## config.mk

```make
export PLATFORM = sky130hd
export DESIGN_NAME = hole_table_fit_allocator
export DESIGN_NICKNAME = d
export VERILOG_FILES = /design/src/rtl/htfa_pkg.sv /design/src/rtl/htfa_cell.sv /design/src/rtl/hole_table_fit_allocator.sv
export SDC_FILE = /design/constraint.sdc
export NUM_CORES = 2
export LEC_CHECK = 0
export ABC_AREA = 1
export BUFFER_PORTS_ARGS = -buffer_cell sky130_fd_sc_hd__clkbuf_2
export CORE_UTILIZATION = 28
export CTS_CLUSTER_SIZE = 30
export DETAILED_ROUTE_END_ITERATION = 8
export GPL_TIMING_DRIVEN = 0
export HOLD_SLACK_MARGIN = 0.05
export PLACE_DENSITY = 0.52
export SYNTH_ARGS = -nofsm -noshare
export SYNTH_HDL_FRONTEND = slang
export SYNTH_SLANG_ARGS = --single-unit
```

## constraint.sdc

```tcl
create_clock -name clk -period 4.11 [get_ports clk]
set_input_delay 0.411 -clock clk [delete_from_list [all_inputs] [get_ports clk]]
set_output_delay 0.411 -clock clk [all_outputs]
set_load 0.03 [all_outputs]
```

## src/rtl/htfa_pkg.sv

```systemverilog
// Shared types and constants for the hole table fit allocator.
// Depends on nothing; every other file imports it.
package htfa_pkg;

  // Fixed field widths of the transaction and configuration ports
  localparam int SIZE_W     = 16;
  localparam int STAT_W     = 2;
  localparam int SLOT_W     = 4;
  localparam int CFG_ADDR_W = 3;
  localparam int CFG_DATA_W = 32;

  // Operation codes on in_func
  localparam logic FUNC_ADD   = 1'b0;
  localparam logic FUNC_ALLOC = 1'b1;

  // Placement rule held in fit_mode
  localparam logic FIT_FIRST = 1'b0;
  localparam logic FIT_BEST  = 1'b1;

  // Register index (word address) of fit_mode
  localparam logic REG_FIT_MODE = 1'b0;

  // Result status codes
  localparam logic [STAT_W-1:0] ST_ADDED   = 2'd0;
  localparam logic [STAT_W-1:0] ST_GRANTED = 2'd1;
  localparam logic [STAT_W-1:0] ST_NO_FIT  = 2'd2;
  localparam logic [STAT_W-1:0] ST_FULL    = 2'd3;

  // Controls broadcast to every cell of the hole chain
  typedef struct packed {
    logic              fit_best;
    logic [SIZE_W-1:0] amount;
  } cell_ctl_t;

endpackage

```

## src/rtl/htfa_cell.sv

```systemverilog
// One slot of the hole table: holds a hole and refines the running candidate.
// Depends on htfa_pkg.
module htfa_cell #(
  parameter int ADDR_W = 16,
  parameter int IDX_W  = 4,
  parameter int CNT_W  = 5,
  parameter int IDX    = 0
) (
  input  logic                        clk,
  input  logic                        rst_n,
  input  htfa_pkg::cell_ctl_t         ctl,
  input  logic [CNT_W-1:0]            hole_cnt,
  input  logic                        wr_en,
  input  logic [IDX_W-1:0]            wr_idx,
  input  logic [ADDR_W-1:0]           wr_base,
  input  logic [htfa_pkg::SIZE_W-1:0] wr_size,
  input  logic                        cand_in_found,
  input  logic [ADDR_W-1:0]           cand_in_base,
  input  logic [htfa_pkg::SIZE_W-1:0] cand_in_size,
  input  logic [IDX_W-1:0]            cand_in_idx,
  output logic                        cand_out_found,
  output logic [ADDR_W-1:0]           cand_out_base,
  output logic [htfa_pkg::SIZE_W-1:0] cand_out_size,
  output logic [IDX_W-1:0]            cand_out_idx
);
  import htfa_pkg::*;

  logic [ADDR_W-1:0] base_r;
  logic [SIZE_W-1:0] size_r;
  logic              found_r;
  logic [ADDR_W-1:0] cbase_r;
  logic [SIZE_W-1:0] csize_r;
  logic [IDX_W-1:0]  cidx_r;
  logic              slot_live;
  logic              fits;
  logic              better;

  // Hole storage, written on an add or on an allocate writeback
  always_ff @(posedge clk) begin
    if (wr_en && (wr_idx == IDX_W'(IDX))) begin
      base_r <= wr_base;
      size_r <= wr_size;
    end
  end

  // Compare this slot against the candidate from the left neighbor
  assign slot_live = (CNT_W'(IDX) < hole_cnt);
  assign fits      = slot_live && (size_r >= ctl.amount);

  always_comb begin
    if (!fits) begin
      better = 1'b0;
    end else if (!cand_in_found) begin
      better = 1'b1;
    end else if (ctl.fit_best == FIT_FIRST) begin
      better = (base_r < cand_in_base);
    end else begin
      better = (size_r < cand_in_size) ||
               ((size_r == cand_in_size) && (base_r < cand_in_base));
    end
  end

  // Hand the winner to the right neighbor
  always_ff @(posedge clk) begin
    if (!rst_n) begin
      found_r <= 1'b0;
    end else begin
      found_r <= cand_in_found || better;
    end
  end

  always_ff @(posedge clk) begin
    if (better) begin
      cbase_r <= base_r;
      csize_r <= size_r;
      cidx_r  <= IDX_W'(IDX);
    end else begin
      cbase_r <= cand_in_base;
      csize_r <= cand_in_size;
      cidx_r  <= cand_in_idx;
    end
  end

  assign cand_out_found = found_r;
  assign cand_out_base  = cbase_r;
  assign cand_out_size  = csize_r;
  assign cand_out_idx   = cidx_r;

endmodule

```

## src/rtl/hole_table_fit_allocator.sv

```systemverilog
// Top level of the hole table fit allocator: sequencer, config port, cell chain.
// Depends on htfa_pkg and htfa_cell.
//
// A table of up to MAX_HOLES free holes, one per cell in a chain. An add
// transaction (in_func = 0) leaves busy low, and its result strobes on
// out_valid in the next cycle. An allocate transaction (in_func = 1) keeps
// busy high while the best candidate walks the cell chain one cell per clock,
// and the final busy cycle writes the chosen hole back. Its result strobes on
// out_valid in the first cycle with busy low; a new transaction may be started
// in that same cycle. Each result is shown for exactly one cycle and cannot be
// held off, so the receiver must take it when out_valid is high. fit_mode
// (APB word 0) selects first fit (lowest base) or best fit (smallest size,
// lower base on ties); write it only while the block is idle.
module hole_table_fit_allocator #(
  parameter int MAX_HOLES = 16,
  parameter int ADDR_BITS = 16
) (
  input  logic                            clk,
  input  logic                            rst_n,
  // command channel
  input  logic                            start,
  output logic                            busy,
  input  logic                            in_func,
  input  logic [ADDR_BITS-1:0]            in_hole_start,
  input  logic [htfa_pkg::SIZE_W-1:0]     in_amount,
  // result channel
  output logic                            out_valid,
  output logic [htfa_pkg::STAT_W-1:0]     out_status,
  output logic [ADDR_BITS-1:0]            out_granted_address,
  output logic [htfa_pkg::SLOT_W-1:0]     out_slot_used,
  output logic [htfa_pkg::SIZE_W-1:0]     out_left_in_hole,
  // configuration port
  input  logic                            psel,
  input  logic                            penable,
  input  logic                            pwrite,
  input  logic [htfa_pkg::CFG_ADDR_W-1:0] paddr,
  input  logic [htfa_pkg::CFG_DATA_W-1:0] pwdata,
  output logic [htfa_pkg::CFG_DATA_W-1:0] prdata,
  output logic                            pready
);
  import htfa_pkg::*;

  localparam int IDX_W = $clog2(MAX_HOLES);
  localparam int CNT_W = $clog2(MAX_HOLES + 1);

  logic                 busy_r;
  logic [CNT_W-1:0]     step_r;
  logic [CNT_W-1:0]     count_r;
  logic [SIZE_W-1:0]    amount_r;
  logic                 fit_mode_r;
  logic                 out_valid_r;
  logic [STAT_W-1:0]    out_status_r;
  logic [ADDR_BITS-1:0] out_addr_r;
  logic [SLOT_W-1:0]    out_slot_r;
  logic [SIZE_W-1:0]    out_left_r;

  logic                 accept;
  logic                 do_add;
  logic                 table_full;
  logic                 scan_done;
  logic                 wr_en;
  logic [IDX_W-1:0]     wr_idx;
  logic [ADDR_BITS-1:0] wr_base;
  logic [SIZE_W-1:0]    wr_size;
  logic                 cfg_wr;
  cell_ctl_t            ctl;

  // Candidate links along the chain; entry 0 feeds the first cell
  logic                 link_found [MAX_HOLES+1];
  logic [ADDR_BITS-1:0] link_base  [MAX_HOLES+1];
  logic [SIZE_W-1:0]    link_size  [MAX_HOLES+1];
  logic [IDX_W-1:0]     link_idx   [MAX_HOLES+1];

  // Configuration register
  assign pready = 1'b1;
  assign cfg_wr = psel && penable && pwrite && (paddr[2] == REG_FIT_MODE);

  always_ff @(posedge clk) begin
    if (!rst_n) begin
      fit_mode_r <= FIT_FIRST;
    end else if (cfg_wr) begin
      fit_mode_r <= pwdata[0];
    end
  end

  assign prdata = (paddr[2] == REG_FIT_MODE) ? CFG_DATA_W'(fit_mode_r) : '0;

  // Transaction decode
  assign accept     = start && !busy_r;
  assign do_add     = accept && (in_func == FUNC_ADD);
  assign table_full = (count_r == CNT_W'(MAX_HOLES));
  assign scan_done  = busy_r && (step_r == CNT_W'(MAX_HOLES));

  // Table write: new hole on add, shrunk hole at the end of a scan
  always_comb begin
    if (do_add) begin
      wr_en   = !table_full;
      wr_idx  = count_r[IDX_W-1:0];
      wr_base = in_hole_start;
      wr_size = in_amount;
    end else begin
      wr_en   = scan_done && link_found[MAX_HOLES];
      wr_idx  = link_idx[MAX_HOLES];
      wr_base = link_base[MAX_HOLES] + ADDR_BITS'(amount_r);
      wr_size = link_size[MAX_HOLES] - amount_r;
    end
  end

  // Sequencer: step counter over the chain length
  always_ff @(posedge clk) begin
    if (!rst_n) begin
      busy_r  <= 1'b0;
      step_r  <= '0;
      count_r <= '0;
    end else begin
      if (accept && (in_func == FUNC_ALLOC)) begin
        busy_r <= 1'b1;
        step_r <= '0;
      end else if (scan_done) begin
        busy_r <= 1'b0;
      end else if (busy_r) begin
        step_r <= step_r + 1'b1;
      end
      if (do_add && !table_full) begin
        count_r <= count_r + 1'b1;
      end
    end
  end

  always_ff @(posedge clk) begin
    if (accept && (in_func == FUNC_ALLOC)) begin
      amount_r <= in_amount;
    end
  end

  // Result registers
  always_ff @(posedge clk) begin
    if (!rst_n) begin
      out_valid_r <= 1'b0;
    end else begin
      out_valid_r <= do_add || scan_done;
    end
  end

  always_ff @(posedge clk) begin
    if (do_add) begin
      out_status_r <= table_full ? ST_FULL : ST_ADDED;
      out_addr_r   <= '0;
      out_slot_r   <= table_full ? '0 : SLOT_W'(count_r);
      out_left_r   <= table_full ? '0 : in_amount;
    end else if (scan_done) begin
      if (link_found[MAX_HOLES]) begin
        out_status_r <= ST_GRANTED;
        out_addr_r   <= link_base[MAX_HOLES];
        out_slot_r   <= SLOT_W'(link_idx[MAX_HOLES]);
        out_left_r   <= wr_size;
      end else begin
        out_status_r <= ST_NO_FIT;
        out_addr_r   <= '0;
        out_slot_r   <= '0;
        out_left_r   <= '0;
      end
    end
  end

  assign busy                = busy_r;
  assign out_valid           = out_valid_r;
  assign out_status          = out_status_r;
  assign out_granted_address = out_addr_r;
  assign out_slot_used       = out_slot_r;
  assign out_left_in_hole    = out_left_r;

  // Cell chain
  assign ctl.fit_best = fit_mode_r;
  assign ctl.amount   = amount_r;

  assign link_found[0] = 1'b0;
  assign link_base[0]  = '0;
  assign link_size[0]  = '0;
  assign link_idx[0]   = '0;

  for (genvar g = 0; g < MAX_HOLES; g++) begin : g_cell
    htfa_cell #(
      .ADDR_W (ADDR_BITS),
      .IDX_W  (IDX_W),
      .CNT_W  (CNT_W),
      .IDX    (g)
    ) u_cell (
      .clk            (clk),
      .rst_n          (rst_n),
      .ctl            (ctl),
      .hole_cnt       (count_r),
      .wr_en          (wr_en),
      .wr_idx         (wr_idx),
      .wr_base        (wr_base),
      .wr_size        (wr_size),
      .cand_in_found  (link_found[g]),
      .cand_in_base   (link_base[g]),
      .cand_in_size   (link_size[g]),
      .cand_in_idx    (link_idx[g]),
      .cand_out_found (link_found[g+1]),
      .cand_out_base  (link_base[g+1]),
      .cand_out_size  (link_size[g+1]),
      .cand_out_idx   (link_idx[g+1])
    );
  end

`ifndef SYNTHESIS
  // Step counter never runs past the chain length
  a_step_bound: assert property (@(posedge clk) disable iff (!rst_n)
    busy_r |-> (step_r <= CNT_W'(MAX_HOLES)))
    else $error("scan step past chain length");

  // Hole count never exceeds the table size
  a_count_bound: assert property (@(posedge clk) disable iff (!rst_n)
    count_r <= CNT_W'(MAX_HOLES))
    else $error("hole count overflow");

  // A scan result strobes in the first cycle with busy low
  a_scan_result: assert property (@(posedge clk) disable iff (!rst_n)
    scan_done |=> (out_valid && !busy_r))
    else $error("scan finished without a result");

  // A grant is impossible with an empty table
  a_grant_needs_hole: assert property (@(posedge clk) disable iff (!rst_n)
    (scan_done && (count_r == '0)) |-> !link_found[MAX_HOLES])
    else $error("grant from empty table");
`endif

endmodule
```

After elaboration in Yosys (flattened, before gate mapping)
Cells that the tools add are included.

cells by class
  add/sub/neg operators = 4
  magnitude comparators = 62
  equal/unequal tests = 32
  muxes and demuxes = 97
  bitwise gates (word level) = 4
  reductions and logical operators = 94

operators with widths
  cell                 number
  $mux 16              37
  $lt 16x16->1         30
  $ge 16x16->1         16
  $eq 16x16->1         15
  $logic_and 1x1->1    56
  $mux 1               51
  $lt 4x5->1 const A   8
  $eq 4x4->1 const B   8
  $logic_or 1x1->1     31
  $lt 3x5->1 const A   4
  $mux 4               5
  $add 16x16->16       1
  $eq 4x3->1 const B   4
  $sub 16x16->16       1
  $add 5x1->5 const B  2
  $eq 5x5->1 const B   2
  $lt 1x5->1 const A   2
  $lt 2x5->1 const A   2
  $eq 4x2->1 const B   2
  $mux 2               4
  $eq 4x1->1 const B   1
  $logic_not 4->1      1
  $not 1->1            4
  $reduce_bool 2->1    2
  other kinds (3)      4

word-level totals
  flip-flop bits (word level) = 1156
  output and inout port bits = 73
  logic and storage cells = 398

Longest topological paths before layout
  word-level depth = 7
  depth in mapped cells = 17
  depth with buffers taken out = 16

Modules after synthesis
A second synthesis with hierarchy kept.

second synthesis, totals
  cells, all modules = 7274
  area, all modules = 62027.0 um2

by module, submodules not included
  module                             times used  cells an instance  area each (um2)  seq. area each (um2)
  htfa_cell (g_cell[12].u_cell ...)  2           413                3562.2           1701.6
  hole_table_fit_allocator           1           687                4957.3           1721.7
  htfa_cell (g_cell[9].u_cell)       1           414                3585.9           1701.6
  htfa_cell (g_cell[0].u_cell)       1           414                3584.7           1701.6
  htfa_cell (g_cell[5].u_cell)       1           412                3582.2           1701.6
  htfa_cell (g_cell[3].u_cell)       1           412                3579.7           1701.6
  htfa_cell (g_cell[14].u_cell)      1           409                3578.4           1701.6
  htfa_cell (g_cell[13].u_cell)      1           409                3577.2           1701.6
  htfa_cell (g_cell[11].u_cell)      1           410                3575.9           1701.6
  htfa_cell (g_cell[10].u_cell)      1           414                3567.2           1701.6
  htfa_cell (g_cell[2].u_cell)       1           412                3563.4           1701.6
  htfa_cell (g_cell[6].u_cell)       1           412                3560.9           1701.6
  htfa_cell (g_cell[4].u_cell)       1           413                3559.7           1701.6
  htfa_cell (g_cell[1].u_cell)       1           412                3553.4           1701.6
  2 more rows                        -           -                  -                -

Worst setup path before layout
No wires, ideal clock.

  path kind = flip-flop to flip-flop
  start point = register busy_r, in the netlist busy
  end point = register g_cell[14].u_cell.base_r[0], enable pin
  arrival = 2.760 ns
  required time = 3.689 ns
  setup slack = 0.928 ns
  stages on the path, launching flop included = 8
  period minus slack after synthesis = 3.182 ns
  path through = dfxtp_1 > nor3_4 > inv_2 > buf_2 > o21a_1 > inv_1 > nand2_1 > nor2_1

between the ends
  word-level cells in the longest chain between the ends = 6

RTL lines
  item                    RTL line                         text
  from (decl)             hole_table_fit_allocator.sv:46   logic busy_r;
  from (signal assigned)  hole_table_fit_allocator.sv:112  busy_r <= 1'b0;
  from (signal assigned)  hole_table_fit_allocator.sv:117  busy_r <= 1'b1;
  from (signal assigned)  hole_table_fit_allocator.sv:120  busy_r <= 1'b0;
  $logic_not 1->1         hole_table_fit_allocator.sv:89   assign accept = start && !busy_r;
  $logic_and 1x1->1       hole_table_fit_allocator.sv:89
  $logic_and 1x1->1       hole_table_fit_allocator.sv:90   assign do_add = accept && (in_func == FUNC_ADD);
  $mux 4                  hole_table_fit_allocator.sv:96   if (do_add) begin
  $eq 4x4->1              htfa_cell.sv:40                  if (wr_en && (wr_idx == IDX_W'(IDX))) begin
  $logic_and 1x1->1 (*)   htfa_cell.sv:40
  to (signal assigned)    htfa_cell.sv:41                  base_r <= wr_base;
  to (decl)               htfa_cell.sv:28                  logic [ADDR_W-1:0] base_r;

Mark *: on every way between the ends. The rest lies on a longest branch, timed or not.
A chain may end at the register's enable or synchronous reset.

Final worst setup path
  start point = register amount_r[2]
  end point = register g_cell[2].u_cell.size_r[9], data pin

between the ends
  word-level cells in the longest chain between the ends = 2

RTL lines
  item                                   RTL line                         text
  from (decl)                            hole_table_fit_allocator.sv:49   logic [SIZE_W-1:0] amount_r;
  from (signal assigned)                 hole_table_fit_allocator.sv:132  amount_r <= in_amount;
  $sub 16x16->16                         hole_table_fit_allocator.sv:105  wr_size = link_size[MAX_HOLES] - amount_r;
  $mux 16                                hole_table_fit_allocator.sv:96
  via g_cell[0].u_cell.wr_size, one bit  htfa_cell.sv:16                  input logic [htfa_pkg::SIZE_W-1:0] wr_size,
  to (signal assigned)                   htfa_cell.sv:42                  size_r <= wr_size;
  to (decl)                              htfa_cell.sv:29                  logic [SIZE_W-1:0] size_r;

The timed path passes the listed nets, and every way through them passes these cells.

==> out/results.tsv <==
stage	metric	value	unit
global_route	GRT Total Usage	16.5	%
clock_tree	TritonCTS Buffers	119	
worst_setup_path	RR Startpoint	amount_r[2]	
synth	mean area per synthesized cell	9.11	sq um
synth	largest cells by area after synthesis	edfxtp_1, dfxtp_1, ha_1	
worst_setup_path	Critical R2R Capture	g_cell[2].u_cell.size_r[9]	
route	via count	43560	
timing	Worst Skew	42.2	ps
clock_tree	Longest Clk Path Bufs	3	
route	DRT Pass-1 Iters	5	
timing	worst hold slack	130	ps
global_route	initial antenna violation count	7	
synth	EDFF count, synth	550	
clock_tree	total setup buffers inserted after CTS	0	
power_and_ir_drop	switching part of the total power	26.3	%
status	outcome	finished clean	
finish	register area	28600	sq um
finish	commonest non-fill, non-tap cell in the layout	nand2_1	
clock_tree	TritonCTS clock tree	done	
clock_tree	CTS sink cnt	1156	
synth	Yosys Warn Count	0	
synth	post-synthesis sequential area ratio	49.9	%
finish	design area	67200	sq um
finish	Layout Nets	7430	
timing	slew of the pin with the lowest slew margin	1430	ps
timing	Slew headroom	4.37	%
synth	post-synthesis cell type count	51	
finish	# fillers	20564	
route	Final ANT Viol Nets	0	
power_and_ir_drop	Net Sw Power	7.47	mW
placed_design	hpwl dp	131000	um
finish	share of cells above drive strength 1	9.29	%
finish	area grow syn2layout	17.0	%
timing	final-report hold violation count	0	
finish	multi-input gate area in the final layout	25000	sq um
worst_setup_path	Critical Path End Type	register	
die	Starting Density	28.3	%
timing	Fmax	258	MHz
worst_setup_path	critical path data arrival time	4100	ps
global_route	GR peak layer	met2	
hold_path	Hold Path Sink	amount_r[0]	
power_and_ir_drop	Logic pwr share	12.4	%
die	num rows	165	
placed_design	area of placed instances	62700	sq um
synth	post-synth top area share	28.8	%
placed_design	port bufs	81	
worst_setup_path	required time of the critical path	4330	ps
timing	fin. max-slew vios	0	
hold_path	Worst Hold Launch	in_func	
synth	post-synthesis instance total	6301	
synth	Synth area leader	edfxtp_1	
clock_tree	Clk pin slew, worst setup/hold paths	60	ps
power_and_ir_drop	Internal Power	20.9	mW
die	Core Area	203000	sq um
job	max cap viols	0	
timing	fin crit period	3880	ps
timing	Setup TNS Final	0	ps
die	Die X	455	um
route	DRC	0	
worst_setup_path	Worst Setup Path Type	register to register	
timing	Final period util	94.4	%
global_route	first-pass GRT wire length	256000	um
die	Boundary Pins	147	
global_route	largest net degree at the start of global routing	33	
finish	fin cells	9378	
worst_setup_path	r2r setup slk	230	ps
synth	dominant synthesized flop cell	dfxtp_1	
power_and_ir_drop	PD cells	422	nW/um^2
timing	RSZ-0062 raised after global routing	false	
power_and_ir_drop	Clk network pwr share	41.2	%
synth	FFs w/ async S/R, synth	0	%
power_and_ir_drop	VDD IR max	0.336	mV
clock_tree	CTS HTree Levels	3	
hold_path	Hold Path Cell Cnt	3	
hold_path	worst min path class	input port to register	
placed_design	gpl congestion	0.878	
route	drt total wl	172000	um
power_and_ir_drop	Seq pwr share	46.3	%
worst_setup_path	R2R cell count	11	
global_route	remaining global-route overflow	0	
synth	Post-Synthesis Cell Area	57400	sq um
route	1st-iter DRT viols	3341	
global_route	met2 global-route usage	27.8	%
clock_tree	root buf cell	clkbuf_16	
clock_tree	Worst-Skew Late Latency	760	ps
route	vias per cell	4.64	
worst_setup_path	CP Launch Point	amount_r[2]	
global_route	met1 usage	21.1	%
global_route	met3 GRT Util	4.09	%
worst_setup_path	CP startpoint kind	register	
placed_design	placed cell count	9131	
power_and_ir_drop	Pleak	29.0	nW
global_route	vias in the first global route	42178	
route	wire per inst	18.4	um
synth	register bit total from synthesis	1156	
die	Die Span Y	455	um
die	full die area	207000	sq um
timing	final setup vio count	0	
worst_setup_path	worst-path maximum fanout	17	
finish	most frequent cells in the layout	nand2_1, inv_1, ha_1	
==> cells in the mapped netlist (23+ instances only) <==
master    instances
nand4_1          27
o21a_1           23
inv_1           791
buf_2            98
ha_1            755
o21ai_0         157
a21oi_1         380
edfxtp_1        550
nor3_1           84
nand2_1        1700
dfxtp_1         606
nand3_1         595
buf_4            59
nor2_1          252
==> worst max-delay path by stage <==
stage | to | slack [ps] | cells past startpoint
2_1_floorplan | g_cell[14].u_cell.base_r[0] | 930 | 7
3_3_place_gp | g_cell[7].u_cell.base_r[7] | -5280 | 7
3_5_place_dp | g_cell[8].u_cell.size_r[12] | 7 | 15
4_1_cts | g_cell[3].u_cell.size_r[9] | 190 | 11
5_1_grt | g_cell[13].u_cell.size_r[9] | 50 | 11
6_report | g_cell[2].u_cell.size_r[9] | 230 | 11
==> state kept, by name, summed over array words and instances, names as in the netlist <==
| register | count |
|---|---|
| out_granted_address | 16 |
| count_r | 5 |
| amount_r | 16 |
| out_status | 2 |
| out_valid | 1 |
| busy | 1 |
| g_cell.u_cell.cand_out_size | 256 |
| g_cell.u_cell.cand_out_idx | 49 |
| step_r | 5 |
| fit_mode_r | 1 |
| g_cell.u_cell.cand_out_base | 256 |
| out_slot_used | 4 |
| out_left_in_hole | 16 |
| g_cell.u_cell.cand_out_found | 16 |
| g_cell.u_cell.size_r | 256 |
| g_cell.u_cell.base_r | 256 |
==> cell families (layout without fill, tap and decap cells) <==
logic type / Yosys count / count (layout) / synth area share (%)
AOI/OAI and AO/OA: 652 / 652 / 6.22
xor gates and xnor gates: 16 / 16 / 0.244
adders and majority gates: 757 / 757 / 16.5
buffers and inverters: 1003 / 1376 / 7.40
DFF: 1156 / 1156 / 49.9
other: 2 / 34 / 0.0131
and+or+nand+nor: 2715 / 2715 / 19.7
==> final cells by class <==
type	count	share of cell area, %
diodes	2	0.00745
plain buffers	187	1.77
clock buffers	162	5.16
clock inverters	64	1.20
inverters	816	4.56
multi-input cells	4172	37.2
flip-flops and latches	1156	42.6
well taps	2672	4.98
repair buffers	147	2.44
==> power by group through the flow <==
stage | Clock, mW | Combinational (mW) | Sequential (mW)
4_1_cts | 12.0 | 3.54 | 13.2
5_1_grt | 12.4 | 3.90 | 13.2
2_1_floorplan | 0 | 1.74 | 13.3
3_3_place_gp | 0 | 3.05 | 13.5
6_report | 11.7 | 3.53 | 13.2
3_5_place_dp | 0 | 3.51 | 13.4
==> worst max-delay path, cell delays in order (launching register included) <==
cell and delay [ps]:
edfxtp_1 440, inv_2 700, ha_1 420, a21oi_1 170, nand2_1 100, a21oi_1 280, nor3_1 120, inv_1 70
nand2_1 60, or2_2 290, nand3_1 70, nand2_1 630
==> timing repair <==
item,in CTS,in global routing
hold buffers,19,0
gates resized for setup,1,0
setup endpoints to repair,11,0
hold endpoints to repair,30,0
==> layer usage <==
metal	part of all wire, %	up-vias
li1	-	21514
met1	43	20665
met2	47	1167
met3	7.6	214
met4	2.0	0
met5	0	-
==> per-stage QoR <==
step	total power, mW	util, %	setup slack [ps]
after CTS	28.7	33.1	192
final	28.4	33.1	229
after floorplan	15.0	-	928
after global placement	16.5	30.2	-5280
after global routing	29.5	33.1	53.5
after detailed placement	16.9	30.9	7.30
Note: power is estimated with default switching activity, not from simulation.
